$ cat src/rtl/core/assert_macros.svh
// Assertion macros shared by the validator RTL.
`ifndef ASSERT_MACROS_SVH
`define ASSERT_MACROS_SVH

// Same-cycle check, held off during reset.
`define DNSV_ASSERT(label, clk_sig, rst_sig, prop, msg) \
    label: assert property (@(posedge clk_sig) disable iff (!rst_sig) prop) \
        else $error(msg);

// Antecedent in one cycle, consequent in the next.
`define DNSV_ASSERT_NEXT(label, clk_sig, rst_sig, ante, cons, msg) \
    label: assert property (@(posedge clk_sig) disable iff (!rst_sig) (ante) |=> (cons)) \
        else $error(msg);

`endif

$ cat src/rtl/core/dnsv_pkg.sv
// Types, constants and helper functions for the domain name validator.
`default_nettype none

package dnsv_pkg;

    localparam int MAX_NAME_LEN  = 253;
    localparam int MAX_LABEL_LEN = 63;

    // configuration register indexes
    localparam logic CFG_BYPASS_POLICY = 1'b0;
    localparam logic CFG_CHECK_ENABLE  = 1'b1;

    // check bit positions (check_enable / failed_checks)
    localparam int CHK_RFC1035      = 0;
    localparam int CHK_DOUBLE_HYPH  = 1;
    localparam int CHK_SINGLE_DIGIT = 2;
    localparam int CHK_PUNYCODE     = 3;

    localparam logic [1:0] STATUS_OK        = 2'd0;
    localparam logic [1:0] STATUS_BAD_NAME  = 2'd1;
    localparam logic [1:0] STATUS_BAD_COUNT = 2'd2;
    localparam logic [1:0] STATUS_POLICY    = 2'd3;

    localparam logic [7:0] CHAR_DOT = 8'h2e;

    typedef enum logic [2:0] {
        CLS_START,
        CLS_LETTER,
        CLS_DIGIT,
        CLS_HYPHEN,
        CLS_OTHER
    } char_class_t;

    typedef enum logic [1:0] {
        KIND_NONE,
        KIND_LETTER,
        KIND_DIGIT,
        KIND_HYPHEN
    } kind_t;

    typedef struct packed {
        logic [7:0] name_byte;
        logic       last_byte;
        logic [3:0] zone_labels;
    } name_beat_t;

    typedef struct packed {
        logic [1:0] status;
        logic [3:0] failed_checks;
        logic [6:0] label_total;
    } result_beat_t;

    // scanner view of the beat being processed
    typedef struct packed {
        logic       name_start;
        logic       close;
        logic [3:0] label_bits;
        logic       form_bad;
        logic [6:0] label_count;
    } scan_t;

    typedef struct packed {
        logic [3:0] rel_fail;
        logic       skip_ge;
    } zone_t;

    function automatic char_class_t classify(input logic [7:0] b);
        char_class_t c;
        if ((b >= 8'h41 && b <= 8'h5a) || (b >= 8'h61 && b <= 8'h7a))
            c = CLS_LETTER;
        else if (b >= 8'h30 && b <= 8'h39)
            c = CLS_DIGIT;
        else if (b == 8'h2d)
            c = CLS_HYPHEN;
        else
            c = CLS_OTHER;
        return c;
    endfunction

    // "xn--" prefix, one character per position
    function automatic logic [7:0] puny_char(input logic [1:0] pos);
        logic [7:0] ch;
        unique case (pos)
            2'd0:    ch = 8'h78;
            2'd1:    ch = 8'h6e;
            2'd2:    ch = 8'h2d;
            2'd3:    ch = 8'h2d;
            default: ch = 8'h2d;
        endcase
        return ch;
    endfunction

endpackage

`default_nettype wire

$ cat src/rtl/core/dnsv_scan.sv
// Byte scanner: name and label lengths, character classes, per-label check bits.
`default_nettype none

module dnsv_scan
    import dnsv_pkg::*;
(
    input  wire        clk,
    input  wire        rst_n,
    input  wire        beat_en,
    input  name_beat_t beat,
    output scan_t      scan
);

    localparam logic [6:0] LABEL_SAT = 7'(MAX_LABEL_LEN + 1);
    localparam logic [6:0] LABEL_MAX = 7'(MAX_LABEL_LEN);
    localparam logic [7:0] NAME_MAX  = 8'(MAX_NAME_LEN);

    logic [7:0]  name_len_reg,   name_len_next;
    logic [6:0]  label_len_reg,  label_len_next;
    logic [6:0]  label_cnt_reg,  label_cnt_next;
    char_class_t prev_cls_reg,   prev_cls_next;
    kind_t       first_kind_reg, first_kind_next;
    logic [2:0]  prefix_reg,     prefix_next;
    logic        dbl_hyph_reg,   dbl_hyph_next;
    logic        form_bad_reg,   form_bad_next;

    logic        is_dot;
    logic        do_feed;
    logic        do_close;
    char_class_t cls;
    logic [7:0]  n_len;
    logic [6:0]  c_len;
    char_class_t c_prev;
    kind_t       c_first;
    logic [2:0]  c_prefix;
    logic        c_dbl;
    logic        c_bad;
    logic        k_bad;
    logic [6:0]  k_cnt;
    logic [3:0]  bits;

    always_comb
    begin
        is_dot   = (beat.name_byte == CHAR_DOT);
        // a trailing dot on the last beat is dropped
        do_feed  = !(beat.last_byte && is_dot);
        do_close = (do_feed && is_dot) || beat.last_byte;
        cls      = classify(beat.name_byte);

        n_len = name_len_reg;
        if (do_feed && name_len_reg != 8'hff)
            n_len = name_len_reg + 8'd1;

        c_len    = label_len_reg;
        c_prev   = prev_cls_reg;
        c_first  = first_kind_reg;
        c_prefix = prefix_reg;
        c_dbl    = dbl_hyph_reg;
        c_bad    = form_bad_reg;
        if (do_feed && !is_dot)
        begin
            if (cls == CLS_OTHER)
                c_bad = 1'b1;
            if (label_len_reg == 7'd0)
            begin
                unique case (cls)
                    CLS_LETTER: c_first = KIND_LETTER;
                    CLS_DIGIT:  c_first = KIND_DIGIT;
                    CLS_HYPHEN: c_first = KIND_HYPHEN;
                    default:    c_first = KIND_NONE;
                endcase
                if (cls == CLS_HYPHEN)
                    c_bad = 1'b1;
            end
            if (cls == CLS_HYPHEN && prev_cls_reg == CLS_HYPHEN)
                c_dbl = 1'b1;
            if (label_len_reg < 7'd4 && 7'(prefix_reg) == label_len_reg
                && beat.name_byte == puny_char(label_len_reg[1:0]))
                c_prefix = prefix_reg + 3'd1;
            if (label_len_reg < LABEL_SAT)
                c_len = label_len_reg + 7'd1;
            c_prev = cls;
        end

        // label close
        k_bad = c_bad;
        k_cnt = label_cnt_reg;
        bits  = 4'd0;
        if (do_close)
        begin
            if (c_len == 7'd0 || c_len > LABEL_MAX || c_prev == CLS_HYPHEN)
                k_bad = 1'b1;
            bits[CHK_RFC1035]      = (c_first != KIND_LETTER) || (c_prev == CLS_HYPHEN);
            bits[CHK_DOUBLE_HYPH]  = c_dbl;
            bits[CHK_SINGLE_DIGIT] = (c_len != 7'd1) || (c_first != KIND_DIGIT);
            bits[CHK_PUNYCODE]     = (c_prefix >= 3'd4);
            if (label_cnt_reg != 7'h7f)
                k_cnt = label_cnt_reg + 7'd1;
        end

        scan.name_start  = (name_len_reg == 8'd0);
        scan.close       = do_close;
        scan.label_bits  = bits;
        scan.form_bad    = k_bad || n_len == 8'd0 || n_len > NAME_MAX;
        scan.label_count = k_cnt;

        name_len_next   = name_len_reg;
        label_len_next  = label_len_reg;
        label_cnt_next  = label_cnt_reg;
        prev_cls_next   = prev_cls_reg;
        first_kind_next = first_kind_reg;
        prefix_next     = prefix_reg;
        dbl_hyph_next   = dbl_hyph_reg;
        form_bad_next   = form_bad_reg;
        if (beat_en)
        begin
            if (beat.last_byte)
            begin
                name_len_next   = 8'd0;
                label_len_next  = 7'd0;
                label_cnt_next  = 7'd0;
                prev_cls_next   = CLS_START;
                first_kind_next = KIND_NONE;
                prefix_next     = 3'd0;
                dbl_hyph_next   = 1'b0;
                form_bad_next   = 1'b0;
            end
            else if (do_close)
            begin
                name_len_next   = n_len;
                label_len_next  = 7'd0;
                label_cnt_next  = k_cnt;
                prev_cls_next   = CLS_START;
                first_kind_next = KIND_NONE;
                prefix_next     = 3'd0;
                dbl_hyph_next   = 1'b0;
                form_bad_next   = k_bad;
            end
            else
            begin
                name_len_next   = n_len;
                label_len_next  = c_len;
                prev_cls_next   = c_prev;
                first_kind_next = c_first;
                prefix_next     = c_prefix;
                dbl_hyph_next   = c_dbl;
                form_bad_next   = c_bad;
            end
        end
    end

    always_ff @(posedge clk or negedge rst_n)
    begin
        if (!rst_n)
        begin
            name_len_reg   <= 8'd0;
            label_len_reg  <= 7'd0;
            label_cnt_reg  <= 7'd0;
            prev_cls_reg   <= CLS_START;
            first_kind_reg <= KIND_NONE;
            prefix_reg     <= 3'd0;
            dbl_hyph_reg   <= 1'b0;
            form_bad_reg   <= 1'b0;
        end
        else
        begin
            name_len_reg   <= name_len_next;
            label_len_reg  <= label_len_next;
            label_cnt_reg  <= label_cnt_next;
            prev_cls_reg   <= prev_cls_next;
            first_kind_reg <= first_kind_next;
            prefix_reg     <= prefix_next;
            dbl_hyph_reg   <= dbl_hyph_next;
            form_bad_reg   <= form_bad_next;
        end
    end

endmodule

`default_nettype wire

$ cat src/rtl/core/dnsv_zone.sv
// Zone window: check bits of the newest labels, older ones folded into one accumulator.
`default_nettype none

module dnsv_zone
    import dnsv_pkg::*;
#(
    parameter int MAX_ZONE_LABELS = 15
)
(
    input  wire        clk,
    input  wire        rst_n,
    input  wire        beat_en,
    input  wire        last_byte,
    input  wire  [3:0] zone_labels,
    input  scan_t      scan,
    output zone_t      zone
);

    localparam int SKW = $clog2(MAX_ZONE_LABELS + 1);
    localparam int CW  = (SKW > 4) ? SKW : 4;
    localparam logic [CW-1:0] ZONE_MAX = CW'(MAX_ZONE_LABELS);

    logic [3:0]     flags_reg [MAX_ZONE_LABELS];
    logic [3:0]     flags_next[MAX_ZONE_LABELS];
    logic [3:0]     shifted   [MAX_ZONE_LABELS];
    logic [3:0]     acc_reg,  acc_next,  acc_shift;
    logic [SKW-1:0] skip_reg, skip_next, skip_cur;
    logic [CW-1:0]  zl_ext;
    logic [3:0]     rel;

    always_comb
    begin
        zl_ext = CW'(zone_labels);
        if (scan.name_start)
            skip_cur = (zl_ext > ZONE_MAX) ? SKW'(ZONE_MAX) : SKW'(zl_ext);
        else
            skip_cur = skip_reg;

        // entry 0 is the newest label
        acc_shift = acc_reg;
        for (int i = 0; i < MAX_ZONE_LABELS; i++)
            shifted[i] = flags_reg[i];
        if (scan.close)
        begin
            acc_shift  = acc_reg | flags_reg[MAX_ZONE_LABELS-1];
            shifted[0] = scan.label_bits;
            for (int i = 1; i < MAX_ZONE_LABELS; i++)
                shifted[i] = flags_reg[i-1];
        end

        // labels at or beyond the skip depth belong to the relative name
        rel = acc_shift;
        for (int i = 0; i < MAX_ZONE_LABELS; i++)
            if (SKW'(i) >= skip_cur)
                rel = rel | shifted[i];

        zone.rel_fail = rel;
        zone.skip_ge  = (7'(skip_cur) >= scan.label_count);

        acc_next  = acc_reg;
        skip_next = skip_reg;
        for (int i = 0; i < MAX_ZONE_LABELS; i++)
            flags_next[i] = flags_reg[i];
        if (beat_en)
        begin
            if (last_byte)
            begin
                acc_next  = 4'd0;
                skip_next = '0;
                for (int i = 0; i < MAX_ZONE_LABELS; i++)
                    flags_next[i] = 4'd0;
            end
            else
            begin
                acc_next  = acc_shift;
                skip_next = skip_cur;
                for (int i = 0; i < MAX_ZONE_LABELS; i++)
                    flags_next[i] = shifted[i];
            end
        end
    end

    always_ff @(posedge clk or negedge rst_n)
    begin
        if (!rst_n)
        begin
            acc_reg  <= 4'd0;
            skip_reg <= '0;
            for (int i = 0; i < MAX_ZONE_LABELS; i++)
                flags_reg[i] <= 4'd0;
        end
        else
        begin
            acc_reg  <= acc_next;
            skip_reg <= skip_next;
            for (int i = 0; i < MAX_ZONE_LABELS; i++)
                flags_reg[i] <= flags_next[i];
        end
    end

endmodule

`default_nettype wire

$ cat src/rtl/core/domain_name_stream_validator_unit.sv
// Top level of the streaming domain name validator.
//
//  channel   direction  handshake                 beat
//  name      in         name_valid / name_stall   name_beat_t: byte, last mark, zone skip
//  result    out        result_valid / result_stall  result_beat_t: status, checks, count
//  cfg       in         cfg_we                    cfg_index, cfg_wdata
//
// One name byte per cycle while name_stall is low. A beat lands in the input register;
// from it the scanner and zone window update, and a last byte loads the result register.
// result_valid rises when the result register loads; a full, stalled one holds it off.
// Reset clears scan, zone, valid and configuration state, not the data registers.
// name_stall rises only when a held last byte finds the result register full and stalled.
`default_nettype none
`include "assert_macros.svh"

module domain_name_stream_validator_unit
    import dnsv_pkg::*;
#(
    parameter int MAX_ZONE_LABELS = 15
)
(
    input  wire          clk,
    input  wire          rst_n,
    input  wire          name_valid,
    output logic         name_stall,
    input  name_beat_t   name_beat,
    output logic         result_valid,
    input  wire          result_stall,
    output result_beat_t result_beat,
    input  wire          cfg_we,
    input  wire          cfg_index,
    input  wire  [3:0]   cfg_wdata
);

    logic         hold_valid_reg, hold_valid_next;
    name_beat_t   hold_reg;
    logic         result_valid_reg, result_valid_next;
    result_beat_t result_reg, result_next;
    logic         bypass_policy_reg;
    logic [3:0]   check_enable_reg;

    logic         slot_free;
    logic         proc;
    logic         accept;
    scan_t        scan;
    zone_t        zone;

    always_ff @(posedge clk or negedge rst_n)
    begin
        if (!rst_n)
        begin
            bypass_policy_reg <= 1'b0;
            check_enable_reg  <= 4'd0;
        end
        else if (cfg_we)
        begin
            unique case (cfg_index)
                CFG_BYPASS_POLICY: bypass_policy_reg <= cfg_wdata[0];
                CFG_CHECK_ENABLE:  check_enable_reg  <= cfg_wdata;
            endcase
        end
    end

    // non-final bytes never need the result slot
    assign slot_free  = !result_valid_reg || !result_stall;
    assign proc       = hold_valid_reg && (!hold_reg.last_byte || slot_free);
    assign name_stall = hold_valid_reg && !proc;
    assign accept     = name_valid && !name_stall;

    dnsv_scan u_scan (
        .clk     (clk),
        .rst_n   (rst_n),
        .beat_en (proc),
        .beat    (hold_reg),
        .scan    (scan)
    );

    dnsv_zone #(
        .MAX_ZONE_LABELS (MAX_ZONE_LABELS)
    ) u_zone (
        .clk         (clk),
        .rst_n       (rst_n),
        .beat_en     (proc),
        .last_byte   (hold_reg.last_byte),
        .zone_labels (hold_reg.zone_labels),
        .scan        (scan),
        .zone        (zone)
    );

    always_comb
    begin
        hold_valid_next = hold_valid_reg;
        if (accept)
            hold_valid_next = 1'b1;
        else if (proc)
            hold_valid_next = 1'b0;

        result_valid_next = result_valid_reg;
        result_next       = result_reg;
        if (proc && hold_reg.last_byte)
        begin
            result_valid_next = 1'b1;
            priority if (scan.form_bad)
            begin
                result_next.status        = STATUS_BAD_NAME;
                result_next.failed_checks = 4'd0;
                result_next.label_total   = 7'd0;
            end
            else if (zone.skip_ge)
            begin
                result_next.status        = STATUS_BAD_COUNT;
                result_next.failed_checks = 4'd0;
                result_next.label_total   = scan.label_count;
            end
            else
            begin
                result_next.failed_checks = zone.rel_fail;
                result_next.label_total   = scan.label_count;
                if (!bypass_policy_reg && (zone.rel_fail & check_enable_reg) != 4'd0)
                    result_next.status = STATUS_POLICY;
                else
                    result_next.status = STATUS_OK;
            end
        end
        else if (result_valid_reg && !result_stall)
        begin
            result_valid_next = 1'b0;
        end
    end

    always_ff @(posedge clk or negedge rst_n)
    begin
        if (!rst_n)
        begin
            hold_valid_reg   <= 1'b0;
            result_valid_reg <= 1'b0;
        end
        else
        begin
            hold_valid_reg   <= hold_valid_next;
            result_valid_reg <= result_valid_next;
        end
    end

    always_ff @(posedge clk)
    begin
        if (accept)
            hold_reg <= name_beat;
        result_reg <= result_next;
    end

    assign result_valid = result_valid_reg;
    assign result_beat  = result_reg;

    `DNSV_ASSERT(a_bad_name_empty, clk, rst_n, result_valid_reg && result_reg.status == STATUS_BAD_NAME |-> result_reg.failed_checks == 4'd0 && result_reg.label_total == 7'd0, "bad name result carries data")
    `DNSV_ASSERT(a_policy_cause, clk, rst_n, result_valid_reg && result_reg.status == STATUS_POLICY |-> !bypass_policy_reg && (result_reg.failed_checks & check_enable_reg) != 4'd0, "policy reject without enabled failure")
    `DNSV_ASSERT(a_count_no_checks, clk, rst_n, result_valid_reg && result_reg.status == STATUS_BAD_COUNT |-> result_reg.failed_checks == 4'd0, "label count reject reports checks")
    `DNSV_ASSERT_NEXT(a_clear_after_last, clk, rst_n, proc && hold_reg.last_byte, scan.name_start, "name state not cleared after last byte")

endmodule

`default_nettype wire

$ cat config.mk
export PLATFORM = sky130hd
export DESIGN_NAME = domain_name_stream_validator_unit
export DESIGN_NICKNAME = d
export VERILOG_FILES = /design/src/rtl/core/dnsv_pkg.sv /design/src/rtl/core/dnsv_scan.sv /design/src/rtl/core/dnsv_zone.sv /design/src/rtl/core/domain_name_stream_validator_unit.sv
export VERILOG_INCLUDE_DIRS = /design/src /design/src/rtl/core
export SDC_FILE = /design/constraint.sdc
export NUM_CORES = 1
export LEC_CHECK = 0
export BUFFER_PORTS_ARGS = -buffer_cell sky130_fd_sc_hd__buf_4
export CORE_ASPECT_RATIO = 1.4
export CORE_MARGIN = 2
export CORE_UTILIZATION = 45
export CTS_BUF_LIST = sky130_fd_sc_hd__clkbuf_8 sky130_fd_sc_hd__clkbuf_16
export DETAILED_ROUTE_END_ITERATION = 7
export GPL_TIMING_DRIVEN = 0
export PLACE_DENSITY_LB_ADDON = 0.15
export RECOVER_POWER = 100
export REMOVE_ABC_BUFFERS = 1
export SETUP_SLACK_MARGIN = 0.4
export SYNTH_ARGS = -nofsm -noshare
export SYNTH_HDL_FRONTEND = slang
export SYNTH_SLANG_ARGS = --single-unit
$ cat constraint.sdc
create_clock -name clk -period 4.5 [get_ports clk]
set_clock_uncertainty 0.1 [all_clocks]
set_input_delay 0.45 -clock clk [delete_from_list [all_inputs] [get_ports clk]]
set_output_delay 0.45 -clock clk [all_outputs]
set_load 0.05 [all_outputs]
==> run_results.csv <==
group,metric,value,unit
worst_setup_path,critPathKind,"reg2reg",
synthesis,yosysWarnings,0,
synthesis,syn_avg_cell_area,9.13,sq um
sta,finalSetupViolCount,0,
placement,dpl_cell_area,8310,sq um
global_route,grt_pass1_vias,6978,
worst_setup_path,cp_max_fo,13,
sta,fmax,242,MHz
drt,ant_nets,0,
final_layout,fillers,1594,
synthesis,yosys.area_share.simple,0.190,
placement,pre_cts_ws,-0.311,ns
die,core_area,17300,sq um
clocking,cts_tree,"built",
synthesis,synth_top_area_frac,0.339,
global_route,met3_usage,0.0449,
die,die_x,116,um
drt,route.detailed.drc,0,
power,peakVddDrop,0.265,mV
synthesis,synthMuxAreaShare,0.0355,
clocking,numCtsBuffers,17,
power,totalPowerFinal,3.69,mW
drt,via_per_inst,6.38,
clocking,htreeDepth,4,
synthesis,synth-seq-area-share,0.438,
min_path,min_path_cells,1,
drt,wire_per_inst,21.8,um
synthesis,netlist_instances,865,
die,io_pins,38,
worst_setup_path,worst_ep_arrival_time,4.21,ns
global_route,grt_max_degree,108,
synthesis,yosys.area_share.adder,0.0206,
global_route,grt_usage,0.272,
final_layout,antenna_cells,0,
worst_setup_path,cp-start-kind,"register",
power,p_per_area,408,nW/um^2
sta,relSlewSlack,-0.350,
worst_setup_path,cp.required,4.58,ns
synthesis,synth-edff-count,26,
die,start_util,0.457,
clocking,clock-sinks,133,
synthesis,yosysUniqueCellTypes,76,
drt,first_pass_iters,6,
sta,hold_viol_final,0,
clocking,insertion_delay,0.43,ns
run,cap_violations,2,
sta,period_share,0.917,
die,core.rowCount,57,
global_route,met2_usage,0.467,
global_route,use_met1,0.336,
worst_setup_path,cp-end-kind,"register",
synthesis,async_reset_ff_frac,0.805,
synthesis,synth_top_family_by_area,"compound AO/OA/AOI/OAI gates",
synthesis,synth-xor-area-share,0.0200,
run_status,outcome,"finished, violations left",
global_route,grt_overflow_total,0,
clocking,clk_path_buf_depth,2,
run_status,violations,"max-capacitance violations, max-slew violations",
synthesis,synthTopCellsByArea,"dfrtp_1, edfxtp_1, nand2_1, a22o_1, o21ai_0",
sta,worst_slack,0.373,ns
final_layout,final_cell_area,9030,sq um
worst_setup_path,r2r_cells,10,
synthesis,ys_ff_latch,133,
sta,fin_crit,4.13,ns
global_route,grt_pass1_wl,39.1,mm
final_layout,nets,914,
die,fp.dieH,161,um
sta,fin_hold_ws,0.115,ns
clocking,cts-root-buf,"clkbuf_16",
drt,drt_iter0_drc,752,
sta,rsz0062_at_grt,"false",
final_layout,multiInputGateArea,4220,sq um
global_route,antenna_found_initial,0,
global_route,busiest_layer,"met2",
synthesis,synth-compound-area-share,0.254,
final_layout,final_common_cell,"nand2_1",
final_layout,register_area,3460,sq um
synthesis,synth_top_cell_by_area,"dfrtp_1",
final_layout,area_growth,14.4,%
sta,tightest_slew,2.03,ns
synthesis,syn_area,7890,sq um
power,leakage,3.62,nW
sta,finalMaxSlewViolations,70,
final_layout,drive_gt1_frac,0.114,
min_path,hp-class,"in2reg",
drt,vias,7191,
die,die_area,18600,sq um
final_layout,final_cell_mix,"nand2_1, dfrtp_1, o21ai_0",
placement,hpwlAfterDp,16.8,mm
placement,gp_congestion,0.902,
clocking,path_clk_slew,0.06,ns
synthesis,synthFlopType,"dfrtp_1",
sta,setup-tns-final,0,ns
drt,drt-total-wl,24.6,mm
final_layout,largest_reg_flops,60,
placement,port_buffers,37,
[metal layers]
layer / share of wire / vias up
met1: 0.40 / 3559
met3: 0.049 / 59
met2: 0.51 / 277
li1: - / 3296
met4: 0.042 / 0
met5: 0 / -
[where the power goes]
part,internal [mW],total [mW],switching (mW),leakage (nW)
clock,0.887,1.46,0.568,0.306
sequential,1.29,1.40,0.109,1.72
combinational,0.281,0.830,0.549,1.60
[synth_stat cells (all sizes together) (6+ instances only)]
library cell    n
xnor2          12
dfrtp         107
o22ai          13
a211oi          9
a22o           46
clkbuf         40
o21ai          79
inv            20
mux2i          19
o211ai          9
o221ai          6
nand2b          8
o31ai          10
a22oi          18
nand2         119
xor2            6
nor3b          10
edfxtp         26
buf            18
nor3           15
and3            9
nor2b           6
nor2           50
or3             8
mux2            8
o2111ai         7
nand3          25
a21oi          35
nand4          15
nor4           13
ha             13
a31oi          14
[logic make-up (layout without fill, tap and decap cells)]
| family | count (synthesis) | after routing |
|---|---|---|
| compound gates | 291 | 292 |
| flops | 133 | 133 |
| simple gates | 304 | 304 |
| fa+ha+maj | 13 | 13 |
| mux | 27 | 27 |
| xor+xnor | 18 | 18 |
| buf+inv | 79 | 104 |
[what timing repair did]
action,CTS,global route
resized for setup,9,8
cloned,0,1
endpoints found under the setup margin,21,13
hold buffers,0,1
hold endpoints to repair,0,33
pin swaps,2,1
setup buffers,9,0
[worst max-delay path, stage by stage, from the launching register on]
cell	delay [ns]
edfxtp_1	0.58
or3b_2	0.57
nor3_1	0.56
clkbuf_1	0.26
o31a_1	0.20
o211ai_1	0.09
a21oi_1	0.15
nor4_1	0.07
o21ai_0	0.41
a311o_1	0.66
o21ba_1	0.24
[final cells by class]
cell class,count,area share
Clock buffer,19,0.0526
Clock inverter,13,0.0158
Inverter,21,0.00873
Multi-Input combinational cell,654,0.467
Sequential cell,133,0.383
Tap cell,236,0.0327
Timing Repair Buffer,51,0.0404
[metrics by stage]
stage                     cells  utilization
after detailed placement   1083        0.482
final                      1127        0.523
after floorplan             807            -
after global placement     1080        0.476
after CTS                  1124        0.524
after global routing       1127        0.523
[worst paths after layout]
kind | start | to | slack, ns
worst max-delay path | hold_reg[5] | result_beat[12] | 0.37
worst min-delay path | name_beat[7] | hold_reg[7] | 0.11
worst max register to register | hold_reg[5] | result_beat[12] | 0.37
worst min register to register | u_scan.first_kind_reg[0] | u_scan.first_kind_reg[0] | 0.40
max in group asynchronous | rst_n | u_zone.flags_reg[48] | 2.09
min in group asynchronous | rst_n | u_zone.flags_reg[7] | 1.04
Power figures use the tool's default switching activity.
